===== config.mk =====
export PLATFORM = sky130hd
export DESIGN_NAME = dswt_ctrl
export DESIGN_NICKNAME = d
export VERILOG_FILES = /design/src/sv/dswt_pkg.sv /design/src/sv/dswt_ctrl.sv
export SDC_FILE = /design/constraint.sdc
export NUM_CORES = 1
export LEC_CHECK = 0
export ABC_AREA = 1
export BUFFER_PORTS_ARGS = -buffer_cell sky130_fd_sc_hd__buf_2
export CAP_MARGIN = 20
export CORE_ASPECT_RATIO = 0.6
export CORE_UTILIZATION = 30
export CTS_CLUSTER_SIZE = 28
export DETAILED_ROUTE_END_ITERATION = 10
export GPL_TIMING_DRIVEN = 0
export PLACE_DENSITY = 0.6
export SYNTH_ARGS = -nofsm -noshare
export SYNTH_HDL_FRONTEND = slang
export SYNTH_SLANG_ARGS = --single-unit

===== constraint.sdc =====
create_clock -name clk -period 3.3 [get_ports clk]
set_input_delay 0 -clock clk [delete_from_list [all_inputs] [get_ports clk]]
set_output_delay 0 -clock clk [all_outputs]
set_load 0.02 [all_outputs]

===== src/sv/dswt_pkg.sv =====
// ----------------------------------------------------------------------------
// Dual stack with transfer: package
// Command and status codes, sequencer states and default sizes.
// ----------------------------------------------------------------------------
package dswt_pkg;

    localparam int DEPTH_DEF      = 256;
    localparam int DATA_WIDTH_DEF = 32;
    localparam int PORT_W         = 32;

    typedef enum logic [1:0] {
        CMD_PUSH = 2'd0,
        CMD_POP  = 2'd1,
        CMD_MOVE = 2'd2
    } cmd_t;

    typedef enum logic [1:0] {
        ST_OK    = 2'd0,
        ST_EMPTY = 2'd1,
        ST_FULL  = 2'd2
    } status_t;

    typedef enum logic [1:0] {
        S_IDLE,
        S_RESULT,
        S_MOVE
    } state_t;

endpackage


===== src/sv/dswt_ctrl.sv =====
// ----------------------------------------------------------------------------
// Dual stack with transfer: controller
// Stack counters, command sequencer, move copy loop and output register.
// ----------------------------------------------------------------------------
module dswt_ctrl #(
    parameter int DEPTH      = dswt_pkg::DEPTH_DEF,
    parameter int DATA_WIDTH = dswt_pkg::DATA_WIDTH_DEF
) (
    input  logic                                  clk,
    input  logic                                  rst_n,
    input  logic                                  cmd_valid,
    output logic                                  cmd_ready,
    input  logic [1:0]                            cmd,
    input  logic                                  stack_sel,
    input  logic signed [dswt_pkg::PORT_W-1:0]    push_value,
    output logic                                  rsp_valid,
    input  logic                                  rsp_ready,
    output logic signed [dswt_pkg::PORT_W-1:0]    pop_value,
    output logic [1:0]                            status,
    output logic [1:0]                            ram_we,
    output logic [1:0][$clog2(DEPTH)-1:0]         ram_waddr,
    output logic [1:0][DATA_WIDTH-1:0]            ram_wdata,
    output logic [1:0]                            ram_re,
    output logic [1:0][$clog2(DEPTH)-1:0]         ram_raddr,
    input  logic [1:0][DATA_WIDTH-1:0]            ram_rdata
);
    import dswt_pkg::*;

    localparam int AW = $clog2(DEPTH);
    localparam int CW = $clog2(DEPTH + 1);
    localparam logic [CW:0] DEPTH_SUM = (CW + 1)'(DEPTH);

    state_t                state_reg, state_next;
    logic [1:0][CW-1:0]    cnt_reg, cnt_next;
    logic [CW-1:0]         idx_reg, idx_next;
    logic                  wr_pend_reg, wr_pend_next;
    logic [AW-1:0]         wr_addr_reg, wr_addr_next;
    logic                  sel_reg, sel_next;
    status_t               res_status_reg, res_status_next;
    logic                  out_valid_reg, out_valid_next;
    logic [PORT_W-1:0]     out_value_reg, out_value_next;
    status_t               out_status_reg, out_status_next;

    cmd_t                  cmd_in;
    logic                  accept;
    logic [CW-1:0]         dst_cnt;
    logic [CW-1:0]         dst_cnt_m1;
    logic [CW:0]           cnt_sum;
    logic                  full;
    logic                  empty;
    logic                  src_sel;
    logic [CW-1:0]         src_cnt;
    logic                  mv_more;
    logic [CW-1:0]         mv_pos;
    logic                  out_free;
    logic [DATA_WIDTH+PORT_W-1:0] push_ext;
    logic [DATA_WIDTH+PORT_W-1:0] pop_ext;

    assign cmd_in     = cmd_t'(cmd);
    assign accept     = cmd_valid && (state_reg == S_IDLE);
    assign dst_cnt    = cnt_reg[stack_sel];
    assign dst_cnt_m1 = dst_cnt - CW'(1);
    assign cnt_sum    = {1'b0, cnt_reg[0]} + {1'b0, cnt_reg[1]};
    assign full       = cnt_sum >= DEPTH_SUM;
    assign empty      = dst_cnt == '0;
    assign src_sel    = ~sel_reg;
    assign src_cnt    = cnt_reg[src_sel];
    assign mv_more    = idx_reg != src_cnt;
    assign mv_pos     = cnt_reg[sel_reg] + idx_reg;
    assign out_free   = !out_valid_reg || rsp_ready;
    assign push_ext   = {{DATA_WIDTH{1'b0}}, push_value};
    assign pop_ext    = {{PORT_W{1'b0}}, ram_rdata[sel_reg]};

    // Next state
    always_comb
    begin
        state_next = state_reg;
        unique case (state_reg)
            S_IDLE:
            begin
                if (accept)
                begin
                    unique case (cmd_in)
                        CMD_PUSH: if (full) state_next = S_RESULT;
                        CMD_POP:  state_next = S_RESULT;
                        CMD_MOVE: state_next = S_MOVE;
                        default:  state_next = S_IDLE;
                    endcase
                end
            end
            S_RESULT:
            begin
                if (out_free)
                begin
                    state_next = S_IDLE;
                end
            end
            S_MOVE:
            begin
                if (!mv_more)
                begin
                    state_next = S_IDLE;
                end
            end
            default: state_next = S_IDLE;
        endcase
    end

    // Datapath, memory controls and counters
    always_comb
    begin
        cnt_next        = cnt_reg;
        idx_next        = idx_reg;
        wr_pend_next    = wr_pend_reg;
        wr_addr_next    = wr_addr_reg;
        sel_next        = sel_reg;
        res_status_next = res_status_reg;
        out_valid_next  = out_valid_reg && !rsp_ready;
        out_value_next  = out_value_reg;
        out_status_next = out_status_reg;
        ram_we          = '0;
        ram_re          = '0;
        ram_waddr       = '0;
        ram_raddr       = '0;
        ram_wdata[0]    = push_ext[DATA_WIDTH-1:0];
        ram_wdata[1]    = push_ext[DATA_WIDTH-1:0];

        unique case (state_reg)
            S_IDLE:
            begin
                if (accept)
                begin
                    unique case (cmd_in)
                        CMD_PUSH:
                        begin
                            if (full)
                            begin
                                res_status_next = ST_FULL;
                            end
                            else
                            begin
                                ram_we[stack_sel]    = 1'b1;
                                ram_waddr[stack_sel] = dst_cnt[AW-1:0];
                                cnt_next[stack_sel]  = dst_cnt + CW'(1);
                            end
                        end
                        CMD_POP:
                        begin
                            sel_next = stack_sel;
                            if (empty)
                            begin
                                res_status_next = ST_EMPTY;
                            end
                            else
                            begin
                                res_status_next      = ST_OK;
                                ram_re[stack_sel]    = 1'b1;
                                ram_raddr[stack_sel] = dst_cnt_m1[AW-1:0];
                                cnt_next[stack_sel]  = dst_cnt_m1;
                            end
                        end
                        CMD_MOVE:
                        begin
                            sel_next     = stack_sel;
                            idx_next     = '0;
                            wr_pend_next = 1'b0;
                        end
                        default:
                        begin
                            sel_next = sel_reg;
                        end
                    endcase
                end
            end
            S_RESULT:
            begin
                if (out_free)
                begin
                    out_valid_next  = 1'b1;
                    out_status_next = res_status_reg;
                    out_value_next  = (res_status_reg == ST_OK) ? pop_ext[PORT_W-1:0] : '0;
                end
            end
            S_MOVE:
            begin
                // The word read from the source in the previous cycle lands on the destination.
                if (wr_pend_reg)
                begin
                    ram_we[sel_reg]    = 1'b1;
                    ram_waddr[sel_reg] = wr_addr_reg;
                    ram_wdata[sel_reg] = ram_rdata[src_sel];
                end
                if (mv_more)
                begin
                    ram_re[src_sel]    = 1'b1;
                    ram_raddr[src_sel] = idx_reg[AW-1:0];
                    idx_next           = idx_reg + CW'(1);
                    wr_pend_next       = 1'b1;
                    wr_addr_next       = mv_pos[AW-1:0];
                end
                else
                begin
                    wr_pend_next      = 1'b0;
                    cnt_next[sel_reg] = cnt_reg[sel_reg] + src_cnt;
                    cnt_next[src_sel] = '0;
                end
            end
            default:
            begin
                wr_pend_next = 1'b0;
            end
        endcase
    end

    always_ff @(posedge clk or negedge rst_n)
    begin
        if (!rst_n)
        begin
            state_reg     <= S_IDLE;
            cnt_reg       <= '0;
            wr_pend_reg   <= 1'b0;
            out_valid_reg <= 1'b0;
        end
        else
        begin
            state_reg     <= state_next;
            cnt_reg       <= cnt_next;
            wr_pend_reg   <= wr_pend_next;
            out_valid_reg <= out_valid_next;
        end
    end

    always_ff @(posedge clk)
    begin
        idx_reg        <= idx_next;
        wr_addr_reg    <= wr_addr_next;
        sel_reg        <= sel_next;
        res_status_reg <= res_status_next;
        out_value_reg  <= out_value_next;
        out_status_reg <= out_status_next;
    end

    assign cmd_ready = state_reg == S_IDLE;
    assign rsp_valid = out_valid_reg;
    assign pop_value = out_value_reg;
    assign status    = out_status_reg;

endmodule


# --- After elaboration in Yosys (flattened, before gate mapping) ---
# Cells that the tools add are included.
# Widths: inputs -> output; s select.
word_totals:
  reg_bits: 76
  in_bits: 103
  output_inout_bits: 136
  wordCells: 151
classes:
  add_sub_neg: 6
  n_lt_le_gt_ge: 7
  n_eq_ne: 15
  muxes: 81
  bitwise: 8
  reduce_logical: 23
op_table:
  columns: ["cell", "count"]
  rows:
  - ["$mux 32", 5]
  - ["$mux 16", 8]
  - ["$mux 64", 2]
  - ["$mux 9", 12]
  - ["$mux 18", 4]
  - ["$pmux 18 s2", 2]
  - ["$and 16x16->16", 4]
  - ["$bwmux 64", 1]
  - ["$pmux 16 s2", 2]
  - ["$bwmux 18", 3]
  - ["$demux 32 s1", 1]
  - ["$demux 9 s1", 3]
  - ["$mux 2", 13]
  - ["$demux 8 s1", 3]
  - ["$mux 8", 3]
  - ["$add 9x1->9 const B", 2]
  - ["$and 18x18->18", 1]
  - ["$not 18->18", 1]
  - ["$pmux 9 s2", 1]
  - ["$pmux 2 s2", 3]
  - ["$pmux 2 s3", 2]
  - ["$reduce_and 4->1", 3]
  - ["$add 9x9->10", 1]
  - ["$ge 10x9->1 const B", 1]
  - ["other kinds (26)", 59]

# --- Logic depth before layout (Yosys ltp) ---
# Gate-level depths: netlist of the first run.
logic_depth:
  ltp_word: 9
  ltp_mapped: 18
  mapped_depth_nobuf: 17

# --- Least setup slack after synthesis of the first run ---
# OpenSTA, ideal clock, no wires.
synth_path:
  path_kind: "register to register"
  start: "register sel_reg"
  end: "register wr_addr_reg[6] (data pin)"
  setup_ns: 0.265
  arrival_time_ns: 2.439
  t_required_ns: 3.035
  slack_ns: 0.596
  stages_incl_launch_ff: 13
  n_path_buf: 3
  period_less_slack_ns: 2.704
  cell_sequence: "edfxtp_1 buf_4 clkbuf_1 clkbuf_1 nand2_1 o21ai_0 ha_1 inv_1 fa_1 o21ai_0 a21oi_1 o21ai_0 xor2_1"
synth_between:
  elab_chain_cells: 3
synth_lines:
  columns: ["element", "line", "text"]
  rows:
  - ["start: declaration", "dswt_ctrl.sv:38", "logic sel_reg, sel_next;"]
  - ["start signal: assignment", "dswt_ctrl.sv:237", "sel_reg <= sel_next;"]
  - ["$mux 9 (2 in a row)", null, null]
  - ["$add 8x8->8", "dswt_ctrl.sv:69", "assign mv_pos = cnt_reg[sel_reg] + idx_reg;"]
  - ["via mv_pos[6]", "dswt_ctrl.sv:54", "logic [CW-1:0] mv_pos;"]
  - ["end signal: assignment", "dswt_ctrl.sv:236", "wr_addr_reg <= wr_addr_next;"]
  - ["end: declaration", "dswt_ctrl.sv:37", "logic [AW-1:0] wr_addr_reg, wr_addr_next;"]
# The timed path passes the listed nets, and every way through them passes these cells. The select of a mux whose other input is x is not followed.
# A chain may end at the register's enable or synchronous reset.

==> results of run 1 <==
[metal layers]
layer / part of all wire, % / GRT usage [%] / routed length [um] / vias up
met4: 1.4 / 4.83 / 365 / 0
met5: 0 / 0 / 0 / -
met3: 10 / 5.95 / 2600 / 27
met1: 48 / 34.8 / 12300 / 3411
met2: 40 / 31.4 / 10200 / 374
li1: - / - / - / 3542
[report_power, final]
part           switching (mW)  leakage (nW)  internal, mW  total [mW]
combinational            2.29          3.38          1.10        3.40
clock                   0.496         0.150         0.542        1.04
sequential              0.294         0.801          1.36        1.65
total                    3.08          4.33          3.00        6.08
[area by class of cell]
type / instances / area, sq um / share of cell area [%]
Inverter: 94 / 353 / 4.16
Buffer: 31 / 160 / 1.89
Multi-Input combinational cell: 703 / 3880 / 45.8
Timing Repair Buffer: 244 / 1260 / 14.9
Sequential cell: 76 / 2170 / 25.6
Clock inverter: 7 / 76.3 / 0.901
Tap cell: 279 / 349 / 4.12
Clock buffer: 9 / 225 / 2.66
[how the worst min path moves through the flow]
| stage | start | endpoint | slack, ns | cells after the start |
|---|---|---|---|---|
| 2_1_floorplan | rst_n | cnt_reg[0]$_DFFE_PN0P_ | -0.30 | 0 |
| 3_3_place_gp | rst_n | cnt_reg[6]$_DFFE_PN0P_ | 0.006 | 1 |
| 3_5_place_dp | rst_n | cnt_reg[6]$_DFFE_PN0P_ | 0.007 | 1 |
| 4_1_cts | ram_rdata[27] | pop_value[27]$_SDFFCE_PP0P_ | 0.004 | 3 |
| 5_1_grt | ram_rdata[9] | pop_value[9]$_SDFFCE_PP0P_ | 0.02 | 3 |
| 6_report | ram_rdata[28] | pop_value[28]$_SDFFCE_PP0P_ | 0.008 | 3 |
[Yosys cell counts (2+ instances only)]
cell        n
ha_1       23
mux2_1      7
nor2_1     40
nor2_4      3
clkbuf_1   15
edfxtp_1   54
nand3b_1    2
nand2_1   346
mux2_2     57
buf_2       9
inv_1      90
a21oi_1    48
nand3_4     2
nor4_1      2
buf_4       4
xnor2_1     4
buf_1       2
dfrtp_1    22
nand4_1    19
nor3_1      4
nor2_2      2
inv_2       4
buf_6       2
o21ai_0    25
a22oi_1     2
or2_2       4
xor2_1      8
nand3_1    63
o22ai_1    34
fa_1        2
[repair_timing]
action,in CTS,in global routing
hold buffers,5,0
setup endpoints to repair,21,29
pin swaps,0,0
gates resized for setup,2,11
endpoints found under the hold margin,27,0
[worst max-delay path, delay by kind of cell]
family / cells / cell delay (ns)
buffers and inverters: 5 / 1.67
AND/OR/NAND/NOR: 6 / 0.88
adder cells (fa/ha/maj): 1 / 0.30
AO/OA/AOI/OAI: 1 / 0.25
[metrics by stage]
step / hold WS, ns / cell area [sq um] / TNS [ns] / worst slack, ns / std cells
floorplan: -0.296 / 6510 / 0 / 0.596 / 905
detailed placement: 0.00705 / 8080 / -0.648 / -0.308 / 1423
global placement: 0.00558 / 8050 / -1.99 / -0.288 / 1422
finish: 0.00766 / 8470 / 0 / 0.210 / 1443
CTS: 0.00415 / 8440 / -0.0890 / -0.0890 / 1443
global route: 0.0219 / 8470 / 0 / 0.0467 / 1443
[cell families (layout without fill, tap and decap cells)]
| kind of cell | Yosys count | in the layout | synth area share, % |
|---|---|---|---|
| flip-flops | 76 | 76 | 33.4 |
| AND/OR/NAND/NOR | 489 | 489 | 31.5 |
| buffers and inverters | 126 | 385 | 7.90 |
| XOR/XNOR | 12 | 12 | 1.61 |
| adder cells (fa/ha/maj) | 25 | 25 | 5.03 |
| multiplexers | 64 | 64 | 11.1 |
| AO/OA/AOI/OAI | 113 | 113 | 9.57 |
[layout by cell type (no fill, tap or decap), drive strengths merged, types with 26 or more instances in the layout]
master,synthesis,routed
inv,94,100
a21oi,49,49
nand2,347,347
mux2,64,64
o21ai,26,26
o22ai,34,34
buf,17,256
edfxtp,54,54
nor2,45,45
nand3,65,65
==> results.toml, run 1 <==
[floorplan]
die_h_um = 116
dieArea_sq_mm = 0.0223
rows = 41
die_x_um = 192
initial_core_util_pct = 30.8
ios = 239
core_area_sq_mm = 0.0211

[setup_path]
path_cells = "dlygate4sd3_1 -> buf_2 -> buf_4 -> nand2_1 -> nand2_2 -> ha_1 -> nand3_1 -> nor2_2 -> nand3_1 -> nand2_1 -> clkbuf_1 -> o22ai_1 -> buf_2"
crit_path_start_kind = "input port"
setup.worst_path.start = "stack_sel"
cp-endpoint = "ram_raddr[12]"
critPathSlowestCell = "dlygate4sd3_1"
r2r_end = "wr_addr_reg[6]$_DFFE_PP_"
critPathArrivalTime_ns = 3.09
worst-path-max-fanout = 10
critPathMaxStageDelay_ns = 0.55
r2r-start = "sel_reg$_DFFE_PP_"
reg2regPathDepth = 11
end_kind = "primary output"
reg2reg_slack_ns = 0.26
crit_type = "input port to primary output"
critPathRequiredTime_ns = 3.30

[clocking]
clk_path_buf_depth = 2
cts_buffers = 9
cts_root_buffer = "clkbuf_16"
cts_setup_buffers = 0
h-tree-depth = 3
tritoncts = "built"
cts_sinks = 76
clock_latency_ns = 0.34
path_clk_slew_ns = 0.07

[global_routing]
grtUsageTotal_pct = 22.8
grt_pass1_wl_um = 38300
grt_pass1_vias = 6765
grt_max_degree = 31
grt.overflow.total = 0
antenna_found_initial = 0

[power]
leakage_nw = 4.33
p_total_mw = 6.08
power.density_mw_per_mm2 = 718
ir_drop_v = 0.000380

[sta]
period_share_pct = 93.6
fin_worst_skew_ns = 0.00819
slew_violations = 0
hold_viol = 0
worst_pin_slew_ns = 0.815
fin_crit_ns = 3.09
grt_setup_unrepaired = "no"
timing.fmax_mhz = 324
setup_violations = 0
relSlewSlack_pct = 45.5

[synthesis]
syn-cell-area_sq_mm = 0.00651
async_flop_share_pct = 28.9
synth-seq-cells = 76
synth_nets = 1033
seq_area_frac_synth_pct = 33.4
yosys.area.top_type = "edfxtp_1"
ys_top_cells_by_area = "edfxtp_1, nand2_1, mux2_2, dfrtp_1, inv_1"
synthFlopType = "edfxtp_1"
synthCells = 905
ys.warnings.count = 0
syn_avg_cell_area_sq_um = 7.20
netlist-cell-type-count = 36
synth.top_cell.area_share_pct = 24.9
synth_edf_count = 54

[cells_and_area]
fin_util_pct = 40.1
final_nets = 1287
area_delta_synth_final_pct = 30.1
drive_above_1_share_pct = 30.2
fillerInstances = 2236
antennaDiodeCount = 0
largest_reg_flops = 32

[place]
place.gp.congestion = 0.956
dp_hpwl_um = 21000
numPortBuffers = 238

[route]
drc_errors = 0
first_pass_iters = 6
vias = 7354
wl_um = 25500
wire_per_inst_um = 17.7
first_iter_violations = 714
final_antenna_net_count = 0
viasPerCell = 5.10

[job]
maxCapViolCount = 0

[hold_path]
hold_path_class = "input port to register"

[status]
status = "finished, final reports clean"
(Power assumes the default switching activity.)
==> run 2, diff against run 1 <==
--- a/config.mk
+++ b/config.mk
@@ -9,7 +9,9 @@
 export BUFFER_PORTS_ARGS = -buffer_cell sky130_fd_sc_hd__buf_2
 export CAP_MARGIN = 20
 export CORE_ASPECT_RATIO = 0.6
+export CORE_MARGIN = 3
 export CORE_UTILIZATION = 30
+export CTS_CLUSTER_DIAMETER = 40
 export CTS_CLUSTER_SIZE = 28
 export DETAILED_ROUTE_END_ITERATION = 10
 export GPL_TIMING_DRIVEN = 0
==> constraint.sdc (replaced) <==
create_clock -name clk -period 3.9 [get_ports clk]
set_input_delay 0 -clock clk [delete_from_list [all_inputs] [get_ports clk]]
set_output_delay 0 -clock clk [all_outputs]
set_load 0.02 [all_outputs]
==> run 2 against run 1 <==
Against the previous run:
- utilization barely moved
- largest cell class unchanged
- combinational power fell by 15%
- worst hold slack improved by 0.0027 ns
- non-clock buffer count rose by 7
- clock power fell by 16%
- first-iteration DRC count fell by 8.1%
==> results.toml, run 2 (synthesized netlist as in run 1, its figures left out) <==
[power]
power.density_mw_per_mm2 = 605
p_comb_share_pct = 56.2
p_int_mw = 2.59
leakage_nw = 4.34
switching_power_mw = 2.56
ir_drop_v = 0.000283
clkPwrFrac_pct = 17.0
p_total_mw = 5.14
p_sw_share_pct = 49.7
seqPwrFrac_pct = 26.8

[sta]
setup_violations = 0
period_share_pct = 91.4
timing.setup.tns_ns = 0
hold_viol = 0
worst_slack_ns = 0.334
grt_setup_unrepaired = "no"
relSlewSlack_pct = 24.5
slew_violations = 0
fin_crit_ns = 3.57
timing.fmax_mhz = 280
worst_pin_slew_ns = 1.13
fin_worst_skew_ns = 0.00660

[floorplan]
die_x_um = 196
initial_core_util_pct = 30.7
dieArea_sq_mm = 0.0236
die_h_um = 120
ios = 239
rows = 41
core_area_sq_mm = 0.0212

[setup_path]
end_kind = "primary output"
critPathSlowestCell = "nand3_1"
critPathRequiredTime_ns = 3.90
path_cells = "ha_1 -> inv_1 -> fa_1 -> inv_1 -> nand2_1 -> nand2_1 -> nand3_1 -> nand2_1 -> nand2_1 -> nand2_1 -> nand2_1 -> nor2_1 -> nand3_1 -> o22ai_1 -> buf_2"
reg2reg_slack_ns = 0.58
critPathMaxStageDelay_ns = 0.47
critPathArrivalTime_ns = 3.57
crit_type = "register to primary output"
reg2regPathDepth = 11
path_common_cell = "nand2_1"
crit_path_start_kind = "register"
worst-path-max-fanout = 9

[clocking]
clk_path_buf_depth = 2
cts_root_buffer = "clkbuf_16"
clock_latency_ns = 0.35
cts_buffers = 9
cts_setup_buffers = 0
path_clk_slew_ns = 0.06
tritoncts = "built"
h-tree-depth = 3
cts_sinks = 76

[route]
vias = 7313
first_iter_violations = 656
first_pass_iters = 5
wire_per_inst_um = 17.9
drc_errors = 0
viasPerCell = 5.04
wl_um = 26000
final_antenna_net_count = 0

[cells_and_area]
drive_above_1_share_pct = 29.4
postLayoutCellArea_sq_mm = 0.00850
final_cell_mix = "nand2_1, buf_2, inv_1"
area_delta_synth_final_pct = 30.5
final_cells = 1450
largest_reg_flops = 32
layout_commonest_cell = "nand2_1"
antennaDiodeCount = 0
final_nets = 1294

[global_routing]
grt.met1_usage_pct = 33.4
grt.overflow.total = 0
grt_use_met2_pct = 29.8
grt_pass1_wl_um = 39000
busiest_layer = "met1"
grt_pass1_vias = 6723
grtUsageTotal_pct = 21.5
use_met3_pct = 5.11
grt_max_degree = 31
antenna_found_initial = 0

[place]
numPortBuffers = 238
dp_hpwl_um = 21500
dp_slack_ns = 0.235
placedCellCount = 1423
placed_cell_area_sq_mm = 0.00808
place.gp.congestion = 0.988

[hold_path]
hold_depth = 3
hold_path_class = "input port to register"

[job]
maxCapViolCount = 0

[status]
status = "finished, final reports clean"
[run 2: final cells by class]
cell class	instances	area, sq um
Inverter	94	353
Timing Repair Buffer	251	1330
Clock inverter	6	71.3
Buffer	31	158
Fill cell	2269	12700
Clock buffer	10	229
Tap cell	279	349
Sequential cell	76	2170
Multi-Input combinational cell	703	3830
[run 2: critical path, delay by kind of cell, from the launching register on]
kind | cells | cell delay [ns]
AND/OR/NAND/NOR | 9 | 1.35
adder cells (fa/ha/maj) | 2 | 0.65
AO/OA/AOI/OAI | 1 | 0.36
flip-flops | 1 | 0.45
buffers and inverters | 3 | 0.39
[run 2: power by group through the flow]
stage               Combinational (mW)  Sequential, mW  Clock [mW]
finish                            2.89            1.38       0.876
global route                      3.18            1.41       0.928
CTS                               2.86            1.37       0.895
detailed placement                2.83            1.38           0
global placement                  2.81            1.39           0
floorplan                         1.93            1.34           0
[run 2: timing repair]
action / CTS / global route
hold buffers: 12 / 0
endpoints found under the hold margin: 33 / 0
endpoints found under the setup margin: 0 / 2
gates resized for setup: 0 / 0
[run 2: final timing paths]
path                                                  from                           to
max in group asynchronous                            rst_n      wr_pend_reg$_DFFE_PN0P_
min in group asynchronous                            rst_n       cnt_reg[5]$_DFFE_PN0P_
min reg2reg                res_status_reg[0]$_SDFFCE_PN0P_          status[0]$_DFFE_PP_
max                                 cnt_reg[0]$_DFFE_PN0P_                 ram_waddr[3]
max reg2reg                              sel_reg$_DFFE_PP_     wr_addr_reg[6]$_DFFE_PP_
min                                          ram_rdata[14]  pop_value[14]$_SDFFCE_PP0P_
[run 2: layer usage]
layer  part of all wire [%]  routed length (um)
met1                     49               12800
met4                    1.6                 409
met2                     40               10400
met3                    9.1                2370
met5                      0                   0
[run 2: per-stage QoR]
stage	hold WS, ns	utilization [%]
6_report	0.0103	40.1
5_1_grt	0.0205	40.1
4_1_cts	0.00222	40.1
3_5_place_dp	0.0163	38.1
3_3_place_gp	0.0164	38.0
2_1_floorplan	-0.296	-
